--- config.mk ---
export PLATFORM = sky130hd
export DESIGN_NAME = coalescing_event_queue_flat
export DESIGN_NICKNAME = d
export VERILOG_FILES = /design/src/hw/rtl/ceq_pkg.sv /design/src/hw/rtl/ceq_event_if.sv /design/src/hw/rtl/ceq_result_if.sv /design/src/hw/rtl/ceq_cfg_if.sv /design/src/hw/rtl/ceq_ram.sv /design/src/hw/rtl/ceq_slot_tracker.sv /design/src/hw/rtl/coalescing_event_queue.sv /design/src/flat_wrapper.sv
export VERILOG_INCLUDE_DIRS = /design/src /design/src/hw/rtl
export SDC_FILE = /design/constraint.sdc
export NUM_CORES = 1
export LEC_CHECK = 0
export BUFFER_PORTS_ARGS = -buffer_cell sky130_fd_sc_hd__buf_2
export CELL_PAD_IN_SITES_DETAIL_PLACEMENT = 2
export CELL_PAD_IN_SITES_GLOBAL_PLACEMENT = 2
export CORE_MARGIN = 2
export CORE_UTILIZATION = 35
export DETAILED_ROUTE_END_ITERATION = 8
export GPL_TIMING_DRIVEN = 0
export HOLD_SLACK_MARGIN = 0.05
export PLACE_DENSITY = 0.61
export SYNTH_ARGS = -nofsm -noshare
export SYNTH_HDL_FRONTEND = slang
export SYNTH_SLANG_ARGS = --single-unit
--- constraint.sdc ---
create_clock -name clk -period 7.8 [get_ports clk]
set_clock_uncertainty 0.1 [all_clocks]
set_input_delay 0.78 -clock clk [delete_from_list [all_inputs] [get_ports clk]]
set_output_delay 0.78 -clock clk [all_outputs]
set_load 0.005 [all_outputs]
--- src/hw/rtl/coalescing_event_queue_macros.svh ---
// assertion macros shared by the coalescing event queue rtl
// no dependencies; files that assert include this header
`ifndef COALESCING_EVENT_QUEUE_MACROS_SVH
`define COALESCING_EVENT_QUEUE_MACROS_SVH

// same-cycle implication under an active-low reset
`define CEQ_ASSERT_IMP(lbl, clk, rst_n, ante, cons, msg) \
	lbl: assert property (@(posedge clk) disable iff (!rst_n) (ante) |-> (cons)) \
		else $error(msg);

// next-cycle implication under an active-low reset
`define CEQ_ASSERT_NXT(lbl, clk, rst_n, ante, cons, msg) \
	lbl: assert property (@(posedge clk) disable iff (!rst_n) (ante) |=> (cons)) \
		else $error(msg);

`endif

--- src/hw/rtl/ceq_pkg.sv ---
// package for the coalescing event queue: types, codes, reset constants
// no dependencies
`timescale 1ns / 1ps
`default_nettype none

package ceq_pkg;

	localparam int QUEUE_DEPTH_DEF = 64;
	localparam int NUM_SLOTS       = 3;
	localparam int BYTE_W          = 8;
	localparam int COUNT_W         = 6;
	localparam int CFG_IDX_W       = 2;

	typedef logic [BYTE_W-1:0] byte_t;
	typedef logic [NUM_SLOTS-1:0][BYTE_W-1:0] id_vec_t;

	typedef enum logic [1:0] {
		ACT_QUERY = 2'd0,
		ACT_PUSH  = 2'd1,
		ACT_POP   = 2'd2
	} ceq_action_t;

	typedef enum logic [CFG_IDX_W-1:0] {
		REG_COAL_ID_A = 2'd0,
		REG_COAL_ID_B = 2'd1,
		REG_COAL_ID_C = 2'd2
	} ceq_reg_t;

	localparam byte_t COAL_ID_A_RST = 8'h20;
	localparam byte_t COAL_ID_B_RST = 8'h21;
	localparam byte_t COAL_ID_C_RST = 8'h22;

	typedef enum logic [1:0] {
		ST_IDLE,
		ST_EXEC,
		ST_RESP
	} ceq_state_t;

	// slot tracker update strobes for the executing transaction
	typedef struct packed {
		logic append;
		logic pop;
	} slot_ctl_t;

endpackage

`default_nettype wire

--- src/hw/rtl/ceq_event_if.sv ---
// event input channel: valid/ready handshake with action, device id, value
// depends on ceq_pkg
`timescale 1ns / 1ps
`default_nettype none

interface ceq_event_if;
	logic                valid;
	logic                ready;
	logic [1:0]          action;
	ceq_pkg::byte_t      device_id;
	ceq_pkg::byte_t      event_value;

	modport source (output valid, action, device_id, event_value, input ready);
	modport sink   (input valid, action, device_id, event_value, output ready);
endinterface

`default_nettype wire

--- src/hw/rtl/ceq_result_if.sv ---
// result output channel: valid/ready handshake with count, front entry, flags
// depends on ceq_pkg
`timescale 1ns / 1ps
`default_nettype none

interface ceq_result_if;
	logic                            valid;
	logic                            ready;
	logic [ceq_pkg::COUNT_W-1:0]     queued_count;
	logic                            front_valid;
	ceq_pkg::byte_t                  front_device;
	ceq_pkg::byte_t                  front_value;
	logic                            dropped;
	logic                            coalesced;

	modport source (output valid, queued_count, front_valid, front_device, front_value,
		dropped, coalesced, input ready);
	modport sink   (input valid, queued_count, front_valid, front_device, front_value,
		dropped, coalesced, output ready);
endinterface

`default_nettype wire

--- src/hw/rtl/ceq_cfg_if.sv ---
// configuration write channel: valid/ready with register index and data
// depends on ceq_pkg
`timescale 1ns / 1ps
`default_nettype none

interface ceq_cfg_if;
	logic                              valid;
	logic                              ready;
	logic [ceq_pkg::CFG_IDX_W-1:0]     index;
	ceq_pkg::byte_t                    data;

	modport source (output valid, index, data, input ready);
	modport sink   (input valid, index, data, output ready);
endinterface

`default_nettype wire

--- src/hw/rtl/ceq_ram.sv ---
// generic single-port-write, single-port-read ram with registered read data
// no dependencies
`timescale 1ns / 1ps
`default_nettype none

module ceq_ram #(
	parameter int WIDTH = 8,
	parameter int DEPTH = 64,
	localparam int AW = (DEPTH > 1) ? $clog2(DEPTH) : 1
) (
	input  logic             clk,
	input  logic             we,
	input  logic [AW-1:0]    waddr,
	input  logic [WIDTH-1:0] wdata,
	input  logic             re,
	input  logic [AW-1:0]    raddr,
	output logic [WIDTH-1:0] rdata
);

	logic [WIDTH-1:0] mem [DEPTH];

	always_ff @(posedge clk) begin
		if (we) begin
			mem[waddr] <= wdata;
		end
		if (re) begin
			rdata <= mem[raddr];
		end
	end

endmodule

`default_nettype wire

--- src/hw/rtl/ceq_slot_tracker.sv ---
// coalescing slots: per-id valid bit and store index, priority match logic
// depends on ceq_pkg and coalescing_event_queue_macros.svh
`timescale 1ns / 1ps
`default_nettype none

module ceq_slot_tracker #(
	parameter int IDX_W = 6
) (
	input  logic               clk,
	input  logic               arst_n,
	input  ceq_pkg::id_vec_t   coal_id,
	input  ceq_pkg::slot_ctl_t ctl,
	input  ceq_pkg::byte_t     dev,
	input  logic [IDX_W-1:0]   wr_idx,
	input  logic [IDX_W-1:0]   rd_idx,
	output logic               hit,
	output logic [IDX_W-1:0]   hit_idx
);
	import ceq_pkg::*;

	`include "coalescing_event_queue_macros.svh"

	logic [NUM_SLOTS-1:0] valid_q;
	logic [IDX_W-1:0]     idx_q [NUM_SLOTS];
	logic [NUM_SLOTS-1:0] set_sel;
	logic [NUM_SLOTS-1:0] clr_sel;
	logic                 set_found;
	logic                 clr_found;

	// first valid matching slot coalesces, first free matching slot claims,
	// first valid slot pointing at the front is released on pop
	always_comb begin
		hit       = 1'b0;
		hit_idx   = '0;
		set_sel   = '0;
		clr_sel   = '0;
		set_found = 1'b0;
		clr_found = 1'b0;
		for (int k = 0; k < NUM_SLOTS; k++) begin
			if (!hit && valid_q[k] && dev == coal_id[k]) begin
				hit     = 1'b1;
				hit_idx = idx_q[k];
			end
			if (!set_found && !valid_q[k] && dev == coal_id[k]) begin
				set_found  = 1'b1;
				set_sel[k] = 1'b1;
			end
			if (!clr_found && valid_q[k] && idx_q[k] == rd_idx) begin
				clr_found  = 1'b1;
				clr_sel[k] = 1'b1;
			end
		end
	end

	always_ff @(posedge clk or negedge arst_n) begin
		if (!arst_n) begin
			valid_q <= '0;
			for (int k = 0; k < NUM_SLOTS; k++) begin
				idx_q[k] <= '0;
			end
		end else begin
			for (int k = 0; k < NUM_SLOTS; k++) begin
				if (ctl.append && set_sel[k]) begin
					valid_q[k] <= 1'b1;
					idx_q[k]   <= wr_idx;
				end else if (ctl.pop && clr_sel[k]) begin
					valid_q[k] <= 1'b0;
				end
			end
		end
	end

	`CEQ_ASSERT_IMP(a_slot_idx_unique, clk, arst_n, 1'b1,
		!(valid_q[0] && valid_q[1] && idx_q[0] == idx_q[1]) &&
		!(valid_q[0] && valid_q[2] && idx_q[0] == idx_q[2]) &&
		!(valid_q[1] && valid_q[2] && idx_q[1] == idx_q[2]),
		"two coalescing slots point at one store entry")
	`CEQ_ASSERT_IMP(a_append_no_hit, clk, arst_n, ctl.append, !hit,
		"append while a queued entry for the id exists")
	`CEQ_ASSERT_IMP(a_append_pop_excl, clk, arst_n, ctl.append, !ctl.pop,
		"append and pop in one transaction")

endmodule

`default_nettype wire

--- src/hw/rtl/coalescing_event_queue.sv ---
// top level of the coalescing event queue: sequencer, ring pointers, config
// depends on ceq_pkg, the channel interfaces, ceq_ram, ceq_slot_tracker
//
// channel  | dir | payload                                            | handshake
// ---------+-----+----------------------------------------------------+----------
// evt      | in  | action, device_id, event_value                     | valid/ready
// res      | out | queued_count, front_valid, front_device,           | valid/ready
//          |     | front_value, dropped, coalesced                    |
// cfg      | in  | index, data (coalescing ids a, b, c)               | valid/ready
//
// each event passes through exec (read-modify-write of the store, pointer move)
// and resp (registered store read of the new front entry)
// the result sits in an output register, so the next event is taken as soon
// as that register can load; a stalled result holds the sequencer in its
// response state with the store read data held
// reset clears pointers, slots and the output valid; no clearing pass
`timescale 1ns / 1ps
`default_nettype none

module coalescing_event_queue #(
	parameter int QUEUE_DEPTH = ceq_pkg::QUEUE_DEPTH_DEF
) (
	input  logic       clk,
	input  logic       arst_n,
	ceq_event_if.sink  evt,
	ceq_result_if.source res,
	ceq_cfg_if.sink    cfg
);
	import ceq_pkg::*;

	`include "coalescing_event_queue_macros.svh"

	localparam int AW = $clog2(QUEUE_DEPTH);
	localparam int CW = AW + 1;
	localparam logic [AW-1:0] LAST_IDX = AW'(QUEUE_DEPTH - 1);
	localparam logic [CW-1:0] DEPTH_CW = CW'(QUEUE_DEPTH);

	// ---------------------------------------------------------------
	// configuration registers; writes past the register list are ignored
	// ---------------------------------------------------------------
	id_vec_t coal_id_q;

	assign cfg.ready = 1'b1;

	always_ff @(posedge clk or negedge arst_n) begin
		if (!arst_n) begin
			coal_id_q[0] <= COAL_ID_A_RST;
			coal_id_q[1] <= COAL_ID_B_RST;
			coal_id_q[2] <= COAL_ID_C_RST;
		end else if (cfg.valid) begin
			case (ceq_reg_t'(cfg.index))
				REG_COAL_ID_A: coal_id_q[0] <= cfg.data;
				REG_COAL_ID_B: coal_id_q[1] <= cfg.data;
				REG_COAL_ID_C: coal_id_q[2] <= cfg.data;
				default: ;
			endcase
		end
	end

	// ---------------------------------------------------------------
	// sequencer: idle -> exec (store access) -> resp (load result)
	// ---------------------------------------------------------------
	ceq_state_t state_q, state_d;
	logic       evt_ready;
	logic       evt_acc;
	logic       exec;
	logic       res_load;
	logic       res_valid_q;
	logic       load_ok;

	assign load_ok   = !res_valid_q || res.ready;
	assign evt.ready = evt_ready;
	assign evt_acc   = evt.valid && evt_ready;

	always_ff @(posedge clk or negedge arst_n) begin
		if (!arst_n) begin
			state_q <= ST_IDLE;
		end else begin
			state_q <= state_d;
		end
	end

	always_comb begin
		state_d   = state_q;
		evt_ready = 1'b0;
		exec      = 1'b0;
		res_load  = 1'b0;
		case (state_q)
			ST_IDLE: begin
				evt_ready = 1'b1;
				if (evt.valid) begin
					state_d = ST_EXEC;
				end
			end
			ST_EXEC: begin
				exec    = 1'b1;
				state_d = ST_RESP;
			end
			ST_RESP: begin
				// result leaves for the output register; next event may enter
				if (load_ok) begin
					res_load  = 1'b1;
					evt_ready = 1'b1;
					state_d   = evt.valid ? ST_EXEC : ST_IDLE;
				end
			end
			default: begin
				state_d = ST_IDLE;
			end
		endcase
	end

	// ---------------------------------------------------------------
	// accepted event, held through exec and resp
	// ---------------------------------------------------------------
	ceq_action_t action_s1;
	byte_t       dev_s1;
	byte_t       val_s1;

	always_ff @(posedge clk) begin
		if (evt_acc) begin
			action_s1 <= ceq_action_t'(evt.action);
			dev_s1    <= evt.device_id;
			val_s1    <= evt.event_value;
		end
	end

	// ---------------------------------------------------------------
	// ring pointers and the exec-cycle decisions
	// ---------------------------------------------------------------
	logic [AW-1:0] wr_q, rd_q;
	logic [AW-1:0] wr_next, rd_next;
	logic [AW-1:0] wr_new, rd_new;
	logic          hit;
	logic [AW-1:0] hit_idx;
	logic          is_push, full, do_coal, do_append, do_drop, do_pop;
	logic [CW-1:0] cnt_new;
	logic [31:0]   cnt_ext;
	slot_ctl_t     slot_ctl;

	assign wr_next = (wr_q == LAST_IDX) ? '0 : wr_q + AW'(1);
	assign rd_next = (rd_q == LAST_IDX) ? '0 : rd_q + AW'(1);

	assign is_push   = exec && (action_s1 == ACT_PUSH);
	assign full      = (wr_next == rd_q);
	assign do_coal   = is_push && hit;
	assign do_append = is_push && !hit && !full;
	assign do_drop   = is_push && !hit && full;
	// a pop on an empty queue does nothing
	assign do_pop    = exec && (action_s1 == ACT_POP) && (wr_q != rd_q);

	assign wr_new = do_append ? wr_next : wr_q;
	assign rd_new = do_pop ? rd_next : rd_q;

	// occupancy after this event, reported modulo the count field width
	assign cnt_new = (wr_new >= rd_new) ? ({1'b0, wr_new} - {1'b0, rd_new})
		: ({1'b0, wr_new} + DEPTH_CW - {1'b0, rd_new});
	assign cnt_ext = 32'(cnt_new);

	assign slot_ctl.append = do_append;
	assign slot_ctl.pop    = do_pop;

	always_ff @(posedge clk or negedge arst_n) begin
		if (!arst_n) begin
			wr_q <= '0;
			rd_q <= '0;
		end else begin
			wr_q <= wr_new;
			rd_q <= rd_new;
		end
	end

	ceq_slot_tracker #(
		.IDX_W (AW)
	) u_slots (
		.clk     (clk),
		.arst_n  (arst_n),
		.coal_id (coal_id_q),
		.ctl     (slot_ctl),
		.dev     (dev_s1),
		.wr_idx  (wr_q),
		.rd_idx  (rd_q),
		.hit     (hit),
		.hit_idx (hit_idx)
	);

	// ---------------------------------------------------------------
	// event store: device ids and values in two rams, so a coalesce
	// rewrites only the value byte
	// ---------------------------------------------------------------
	logic          val_we;
	logic [AW-1:0] val_waddr;
	byte_t         dev_rdata, val_rdata;

	assign val_we    = do_append || do_coal;
	assign val_waddr = do_coal ? hit_idx : wr_q;

	ceq_ram #(
		.WIDTH (BYTE_W),
		.DEPTH (QUEUE_DEPTH)
	) u_dev_ram (
		.clk   (clk),
		.we    (do_append),
		.waddr (wr_q),
		.wdata (dev_s1),
		.re    (exec),
		.raddr (rd_new),
		.rdata (dev_rdata)
	);

	ceq_ram #(
		.WIDTH (BYTE_W),
		.DEPTH (QUEUE_DEPTH)
	) u_val_ram (
		.clk   (clk),
		.we    (val_we),
		.waddr (val_waddr),
		.wdata (val_s1),
		.re    (exec),
		.raddr (rd_new),
		.rdata (val_rdata)
	);

	// ---------------------------------------------------------------
	// exec -> resp: count, flags and forwarding marks for a write that
	// lands on the entry being read in the same cycle
	// ---------------------------------------------------------------
	logic [COUNT_W-1:0] cnt_s2;
	logic               nonempty_s2;
	logic               dropped_s2;
	logic               coalesced_s2;
	logic               fwd_dev_s2;
	logic               fwd_val_s2;

	always_ff @(posedge clk) begin
		if (exec) begin
			cnt_s2       <= cnt_ext[COUNT_W-1:0];
			nonempty_s2  <= (cnt_new != '0);
			dropped_s2   <= do_drop;
			coalesced_s2 <= do_coal;
			fwd_dev_s2   <= do_append && (wr_q == rd_new);
			fwd_val_s2   <= (do_append && (wr_q == rd_new)) ||
				(do_coal && (hit_idx == rd_new));
		end
	end

	// ---------------------------------------------------------------
	// output register; empty front reads as zeros
	// ---------------------------------------------------------------
	logic [COUNT_W-1:0] res_cnt_q;
	logic               res_fv_q;
	byte_t              res_dev_q;
	byte_t              res_val_q;
	logic               res_drop_q;
	logic               res_coal_q;
	byte_t              front_dev, front_val;

	assign front_dev = !nonempty_s2 ? '0 : (fwd_dev_s2 ? dev_s1 : dev_rdata);
	assign front_val = !nonempty_s2 ? '0 : (fwd_val_s2 ? val_s1 : val_rdata);

	always_ff @(posedge clk or negedge arst_n) begin
		if (!arst_n) begin
			res_valid_q <= 1'b0;
		end else if (res_load) begin
			res_valid_q <= 1'b1;
		end else if (res.ready) begin
			res_valid_q <= 1'b0;
		end
	end

	always_ff @(posedge clk) begin
		if (res_load) begin
			res_cnt_q  <= cnt_s2;
			res_fv_q   <= nonempty_s2;
			res_dev_q  <= front_dev;
			res_val_q  <= front_val;
			res_drop_q <= dropped_s2;
			res_coal_q <= coalesced_s2;
		end
	end

	assign res.valid        = res_valid_q;
	assign res.queued_count = res_cnt_q;
	assign res.front_valid  = res_fv_q;
	assign res.front_device = res_dev_q;
	assign res.front_value  = res_val_q;
	assign res.dropped      = res_drop_q;
	assign res.coalesced    = res_coal_q;

	// ---------------------------------------------------------------
	// checks
	// ---------------------------------------------------------------
	`CEQ_ASSERT_NXT(a_exec_to_resp, clk, arst_n, state_q == ST_EXEC, state_q == ST_RESP,
		"store access not followed by response cycle")
	`CEQ_ASSERT_IMP(a_flags_excl, clk, arst_n, res_load, !(dropped_s2 && coalesced_s2),
		"event both dropped and coalesced")
	`CEQ_ASSERT_IMP(a_ptr_range, clk, arst_n, 1'b1,
		(wr_q <= LAST_IDX) && (rd_q <= LAST_IDX), "ring pointer beyond queue depth")

endmodule

`default_nettype wire
--- src/flat_wrapper.sv ---
// flat-port wrapper written by rule: the top's interface ports become plain ports
module coalescing_event_queue_flat import ceq_pkg::*;
#(
	parameter int QUEUE_DEPTH = ceq_pkg::QUEUE_DEPTH_DEF
)
  (clk, arst_n, evt_valid, evt_action, evt_device_id, evt_event_value, evt_ready, res_valid, res_queued_count, res_front_valid, res_front_device, res_front_value, res_dropped, res_coalesced, res_ready, cfg_valid, cfg_index, cfg_data, cfg_ready);
  ceq_event_if evt_i ();
  ceq_result_if res_i ();
  ceq_cfg_if cfg_i ();
  input  logic clk;
  input  logic arst_n;
  input wire logic [$bits(evt_i.valid)-1:0] evt_valid;
  input wire logic [$bits(evt_i.action)-1:0] evt_action;
  input wire logic [$bits(evt_i.device_id)-1:0] evt_device_id;
  input wire logic [$bits(evt_i.event_value)-1:0] evt_event_value;
  output wire logic [$bits(evt_i.ready)-1:0] evt_ready;
  output wire logic [$bits(res_i.valid)-1:0] res_valid;
  output wire logic [$bits(res_i.queued_count)-1:0] res_queued_count;
  output wire logic [$bits(res_i.front_valid)-1:0] res_front_valid;
  output wire logic [$bits(res_i.front_device)-1:0] res_front_device;
  output wire logic [$bits(res_i.front_value)-1:0] res_front_value;
  output wire logic [$bits(res_i.dropped)-1:0] res_dropped;
  output wire logic [$bits(res_i.coalesced)-1:0] res_coalesced;
  input wire logic [$bits(res_i.ready)-1:0] res_ready;
  input wire logic [$bits(cfg_i.valid)-1:0] cfg_valid;
  input wire logic [$bits(cfg_i.index)-1:0] cfg_index;
  input wire logic [$bits(cfg_i.data)-1:0] cfg_data;
  output wire logic [$bits(cfg_i.ready)-1:0] cfg_ready;
  assign evt_i.valid = evt_valid;
  assign evt_i.action = evt_action;
  assign evt_i.device_id = evt_device_id;
  assign evt_i.event_value = evt_event_value;
  assign evt_ready = evt_i.ready;
  assign res_valid = res_i.valid;
  assign res_queued_count = res_i.queued_count;
  assign res_front_valid = res_i.front_valid;
  assign res_front_device = res_i.front_device;
  assign res_front_value = res_i.front_value;
  assign res_dropped = res_i.dropped;
  assign res_coalesced = res_i.coalesced;
  assign res_i.ready = res_ready;
  assign cfg_i.valid = cfg_valid;
  assign cfg_i.index = cfg_index;
  assign cfg_i.data = cfg_data;
  assign cfg_ready = cfg_i.ready;
  coalescing_event_queue #(.QUEUE_DEPTH(QUEUE_DEPTH)) u_core (.clk(clk), .arst_n(arst_n), .evt(evt_i), .res(res_i), .cfg(cfg_i));
endmodule
==> impl_metrics.ini, run 1 <==
[status]
status = finished with violations
violations = capacitance limit, slew limit

[grt]
grt_usage = 0.285
grt_max_degree = 61
grt_pass1_wl_mm = 284
antenna_found_initial = 16
globalRouteOverflowTotal = 0
grt_pass1_vias = 36027

[critical_path]
r2r_end = u_core.u_val_ram.mem[30][5]$_DFFE_PP_
worstPathArrival_ns = 7.30
crit_path_start = u_core.dev_s1[7]$_DFFE_PP_
critPathKind = reg -> reg
cp.required_ns = 8.07
reg2reg_from = u_core.dev_s1[7]$_DFFE_PP_
setup.worst_path.start_class = flip-flop
worst-r2r-setup-slack_ns = 0.77
cp-end-kind = flip-flop
rr_worst_depth = 12
cp_max_fo = 20

[synthesis]
synth_area_leaders = edfxtp_1, a211oi_1, dfrtp_1
yosys.area.top_type = edfxtp_1
synth_edf_count = 1094
syn_area_sq_um = 48600
yosysWarnings = 0
synth_top_cell_area_share = 0.676
yosysMostFrequentCell = edfxtp_1
synth-seq-cells = 1154
synth_top_cells_by_count = edfxtp_1, o21ai_0, clkbuf_1
synth.distinct_cells = 75
synthFlopType = edfxtp_1
syn_inst = 3350
syn_nets = 3392
ys_async_sr_fraction = 0.0520
ys_seq_area_frac = 0.707
syn_avg_cell_area_sq_um = 14.5

[cts]
root_buffer = clkbuf_16
clock_sinks = 1154
clk_latency_ns = 0.79
cts_tree = done
cts_buffers = 137
cts_buffer_depth = 3
cts-resized-gates = 0
h-tree-depth = 4
path_clk_slew_ns = 0.06

[timing]
finalWorstSetupSlack_ns = 0.770
drv_slew = 11
fmax_mhz = 142
relSlewSlack = -0.0678
hold_viol_final = 0
min_period_ns = 7.03
tns_ns = 0
rsz0062_at_grt = no
finalSetupViolations = 0
hold_ws_ns = 0.138
timing.final.crit_share = 0.901
tightest_slew_ns = 1.60

[route]
drt-vias-per-instance = 6.19
drt-pass1-iter-count = 5
num_vias = 34339
totalWireLength_mm = 204
drt-wirelength-per-cell_um = 36.7
drc_errors = 0
antenna_left = 0
drtIter0Drc = 4395

[finish]
fin_area_sq_um = 57800
seqCellArea_sq_um = 34400
final_util = 0.420
drive_above_1_share = 0.136
syn2layout_area_growth_pct = 18.8
fin_nets = 3683
multi_input_area_sq_um = 13000
final_cells = 5547
fillCellCount = 13287

[job]
drv_cap = 5

[min_path]
min_delay_worst_endpoint = u_core.state_q[0]$_DFFE_PN0P_
holdCritPathClass = in -> reg
whs_path_depth = 2
hp-start = evt_valid

[floorplan]
die_x_um = 377
die_h_um = 377
die_area_sq_um = 142000
initial_utilization = 0.353
core-area_sq_um = 138000
rows = 136
io-pin-count = 61

[place]
placed_cells = 5276
io_buffers = 59
pre_cts_slack_ns = 0.885
placed_area_sq_um = 53000
place.gp.congestion = 0.929
dpl.hpwl_mm = 150

[pwr]
ir_drop_uv = 230
p_leak_nw = 18.9
power_mw = 21.7
p_per_area_nw_per_um2 = 375
==> power breakdown <==
group          total [mW]  internal [mW]  switching, mW  leakage, nW
sequential           7.09           7.00         0.0920         10.6
clock                6.53           3.85           2.68         2.21
combinational        8.06           2.18           5.88         6.10
==> flip-flops by register name, indices dropped and copies added (netlist names), 2 cells and up <==
signal	flops
u_core.u_dev_ram.mem	512
u_core.u_val_ram.mem	512
u_core.coal_id_q	24
u_core.u_slots.idx_q	18
u_core.dev_s1	8
u_core.res.front_device	8
u_core.res.front_value	8
u_core.u_dev_ram.rdata	8
u_core.u_val_ram.rdata	8
u_core.val_s1	8
u_core.cnt_s2	6
u_core.rd_q	6
u_core.res.queued_count	6
u_core.wr_q	6
u_core.u_slots.valid_q	3
u_core.action_s1	2
u_core.state_q	2
==> critical path, cell delays in order (launching register included) <==
cell	delay [ns]
edfxtp_1	1.01
buf_16	0.25
buf_16	0.17
xor2_1	0.08
nor4_1	1.13
nand3_1	0.29
and3_1	0.29
nand2b_1	0.23
clkbuf_1	0.24
buf_2	0.27
mux2i_2	0.41
nand4_1	0.85
nor2_1	1.24
==> routing by layer <==
metal,GRT usage,up-vias,wire (um)
met5,0,-,27
li1,-,14079,-
met4,0.104,4,7460
met1,0.390,18411,86100
met2,0.462,1514,96500
met3,0.0423,331,13700
==> worst max path at each step <==
stage | end | slack (ns) | cells after the start
2_1_floorplan | u_core.nonempty_s2$_DFFE_PN_ | 2.63 | 13
3_3_place_gp | u_core.nonempty_s2$_DFFE_PN_ | -0.94 | 15
3_5_place_dp | u_core.nonempty_s2$_DFFE_PN_ | 0.89 | 17
4_1_cts | u_core.nonempty_s2$_DFFE_PN_ | 0.90 | 17
5_1_grt | u_core.nonempty_s2$_DFFE_PN_ | 0.58 | 17
6_report | u_core.u_val_ram.mem[30][5]$_DFFE_PP_ | 0.77 | 12
==> what timing repair did <==
action	4_1_cts	5_1_grt
endpoints found under the hold margin	58	0
hold buffers	19	0
setup buffers	0	0
==> layout make-up <==
type / instances / area share
Sequential cell: 1154 / 0.595
Inverter: 93 / 0.00604
Multi-Input combinational cell: 1820 / 0.224
Timing Repair Buffer: 152 / 0.0376
Clock inverter: 72 / 0.0126
Antenna cell: 2 / 0.0000866
Clock buffer: 177 / 0.0654
Tap cell: 1794 / 0.0389
Buffer: 283 / 0.0205
==> logic make-up (layout without fill, tap and decap cells) <==
family	after synthesis	in the layout	share of synthesized area
DFF	1154	1154	0.707
AOI/OAI and AO/OA	951	951	0.140
and+or+nand+nor	656	656	0.0695
buffers and inverters	376	777	0.0315
muxes	133	133	0.0367
xor gates and xnor gates	70	70	0.0130
adders and majority gates	9	9	0.00247
other	1	3	0.0000771
==> placed cells by master (no fill, tap or decap), types with 19 or more instances in the layout <==
cell type	instances
edfxtp_1	1094
clkbuf_1	240
o21ai_0	237
a211oi_1	209
and3_1	168
nand2_1	146
clkbuf_16	145
nor2_1	113
a311oi_1	110
buf_2	100
inv_1	89
nand3_1	62
mux2i_1	61
dfrtp_1	55
a21oi_1	54
buf_16	52
a31oi_1	48
a32oi_1	47
a22o_1	47
mux2_2	37
xor2_1	34
xnor2_1	34
nor2b_1	34
a32o_1	33
mux4_2	32
buf_4	26
clkinv_2	26
clkinv_1	23
nor4_1	22
nand4_1	22
a2111oi_0	22
nor3_1	21
nor4_2	20
dlygate4sd3_1	19
No activity file was read; power rests on OpenSTA's default activity.
==> run 2, diff against run 1 <==
--- a/config.mk
+++ b/config.mk
@@ -7,14 +7,12 @@
 export NUM_CORES = 1
 export LEC_CHECK = 0
 export BUFFER_PORTS_ARGS = -buffer_cell sky130_fd_sc_hd__buf_2
-export CELL_PAD_IN_SITES_DETAIL_PLACEMENT = 2
-export CELL_PAD_IN_SITES_GLOBAL_PLACEMENT = 2
 export CORE_MARGIN = 2
 export CORE_UTILIZATION = 35
 export DETAILED_ROUTE_END_ITERATION = 8
 export GPL_TIMING_DRIVEN = 0
 export HOLD_SLACK_MARGIN = 0.05
-export PLACE_DENSITY = 0.61
+export PLACE_DENSITY = 0.47
 export SYNTH_ARGS = -nofsm -noshare
 export SYNTH_HDL_FRONTEND = slang
 export SYNTH_SLANG_ARGS = --single-unit
==> run 2 against run 1 <==
  * The flow still finishes with violations (capacitance limit, slew limit)
  * Clock-buffer cell count down 9
  * Die area unchanged
  * Cell count down 0.27%
  * Hold slack worse by 0.045 ns
  * Non-clock buffer count down 2
  * Register-to-register slack better by 0.19 ns
  * Highest routed layer unchanged
==> impl_metrics.ini, run 2 (same netlist as run 1, synthesis figures left out) <==
[critical_path]
critPathKind = reg -> reg
rr_worst_depth = 10
worst_path_max_delay_cell = nor4_1
setup.worst_path.start_class = flip-flop
cp_max_fo = 10
cp-end-kind = flip-flop
cpPeakStageDelay_ns = 1.19
worstPathArrival_ns = 7.06
r2r_end = u_core.u_dev_ram.rdata[4]$_DFFE_PN_
worst-r2r-setup-slack_ns = 0.96
crit_path_cell_trace = nor4bb_1, nand2_1, o21ai_2, nor2_2, inv_2, buf_2, clkbuf_1, a311oi_1, nor4_1, o211ai_1
reg2reg_from = u_core.state_q[1]$_DFFE_PN0P_
cp.required_ns = 8.02

[timing]
drv_slew = 2
hold_viol_final = 0
finalWorstSetupSlack_ns = 0.957
finalSetupViolations = 0
fmax_mhz = 146
min_period_ns = 6.84
relSlewSlack = -0.00704
timing.final.crit_share = 0.877
rsz0062_at_grt = no
tns_ns = 0
tightest_slew_ns = 1.50

[place]
dpl.hpwl_mm = 131
pre_cts_slack_ns = 1.36
io_buffers = 59
place.gp.congestion = 0.957

[route]
totalWireLength_mm = 180
drt-pass1-iter-count = 5
drt-wirelength-per-cell_um = 32.5
drt-vias-per-instance = 5.93
drtIter0Drc = 4483
drc_errors = 0
antenna_left = 0
num_vias = 32823

[pwr]
ir_drop_uv = 189
p_leak_nw = 18.7
p_per_area_nw_per_um2 = 364

[cts]
cts_buffer_depth = 3
clock_sinks = 1154
h-tree-depth = 4
path_clk_slew_ns = 0.05
cts-resized-gates = 0
root_buffer = clkbuf_16
cts_tree = done
clk_latency_ns = 0.78
cts_buffers = 133
cts_setup_buffers = 0

[floorplan]
core-area_sq_um = 138000
io-pin-count = 61
initial_utilization = 0.353
die_h_um = 377
rows = 136
die_x_um = 377
die_area_sq_um = 142000

[grt]
grt_pass1_vias = 31610
antenna_found_initial = 10
globalRouteOverflowTotal = 0
grt_pass1_wl_mm = 249
grt_usage = 0.250
grt_max_degree = 61

[finish]
drive_above_1_share = 0.130
layout_common_cells = edfxtp_1, clkbuf_1, o21ai_0
final_common_cell = edfxtp_1
fillCellCount = 12626
syn2layout_area_growth_pct = 17.7
largestRegisters = u_core.u_dev_ram.mem: 512 flops, u_core.u_val_ram.mem: 512 flops, u_core.coal_id_q: 24 flops
fin_nets = 3677

[job]
drv_cap = 4

[min_path]
holdCritPathClass = in -> reg
whs_path_depth = 1
hp-start = evt_action[1]
min_delay_worst_endpoint = u_core.action_s1[1]$_DFFE_PP_

[status]
status = finished with violations
violations = capacitance limit, slew limit
## run 2: changes by cell type in the layout (fill, tap and decap cells not counted), moves of 5 or more
cell       before  now
buf_12          6    1
clkbuf_16     145  137
clkinv_1       23   29
clkinv_2       26   21
bufinv_16      13    6
## run 2: what timing repair did
action	4_1_cts	5_1_grt
hold endpoints to repair	67	0
endpoints found under the setup margin	0	0
hold buffers	16	0
## run 2: where the power goes
group | total [mW] | internal, mW | switching (mW)
sequential | 7.10 | 7.00 | 0.0984
clock | 6.01 | 3.42 | 2.59
combinational | 7.70 | 2.16 | 5.54
total | 20.8 | 12.6 | 8.23
## run 2: final cells by class
class	instances	area (sq um)	area share
plain buffers	283	1190	0.0207
well taps	1794	2240	0.0392
multi-input cells	1820	12900	0.225
clock buffers	168	3540	0.0619
repair buffers	150	2110	0.0368
diodes	2	5.00	0.0000874
flip-flops and latches	1154	34400	0.600
clock inverters	68	547	0.00955
inverters	93	349	0.00610
## run 2: through the flow
stage / utilization / cells / instance area, sq um / hold slack (ns) / total power [mW]
2_1_floorplan: - / 3350 / 48600 / 0.300 / 11.2
3_3_place_gp: 0.372 / 5203 / 51200 / 0.308 / 14.6
3_5_place_dp: 0.385 / 5276 / 52900 / 0.315 / 14.7
4_1_cts: 0.415 / 5528 / 57200 / 0.0586 / 20.7
5_1_grt: 0.416 / 5530 / 57200 / 0.0756 / 21.4
6_report: 0.416 / 5532 / 57200 / 0.0936 / 20.8
## run 2: worst max path at each step
stage	slack (ns)	endpoint	startpoint	cells after the start
after floorplan	2.63	u_core.nonempty_s2$_DFFE_PN_	u_core.state_q[1]$_DFFE_PN0P_	13
after global placement	-0.58	u_core.u_val_ram.mem[7][1]$_DFFE_PP_	u_core.dev_s1[2]$_DFFE_PP_	10
after detailed placement	1.36	u_core.nonempty_s2$_DFFE_PN_	u_core.rd_q[0]$_DFF_PN0_	19
after CTS	1.31	u_core.nonempty_s2$_DFFE_PN_	u_core.rd_q[0]$_DFF_PN0_	19
after global routing	1.06	u_core.nonempty_s2$_DFFE_PN_	u_core.rd_q[0]$_DFF_PN0_	19
final	0.96	u_core.u_dev_ram.rdata[4]$_DFFE_PN_	u_core.state_q[1]$_DFFE_PN0P_	10
## run 2: per-layer routing
| layer | GRT usage | vias to the layer above | part of all wire |
|---|---|---|---|
| li1 | - | 14080 | - |
| met1 | 0.351 | 16952 | 0.43 |
| met2 | 0.381 | 1521 | 0.45 |
| met3 | 0.0531 | 268 | 0.081 |
| met4 | 0.0912 | 2 | 0.037 |
| met5 | 0 | - | 0.00011 |
## run 2: critical path, delay by kind of cell (launching register included)
| kind | cells | cell delay, ns |
|---|---|---|
| AOI/OAI and AO/OA | 3 | 1.84 |
| and+or+nand+nor | 4 | 2.71 |
| DFF | 1 | 0.44 |
| buffers and inverters | 3 | 1.28 |
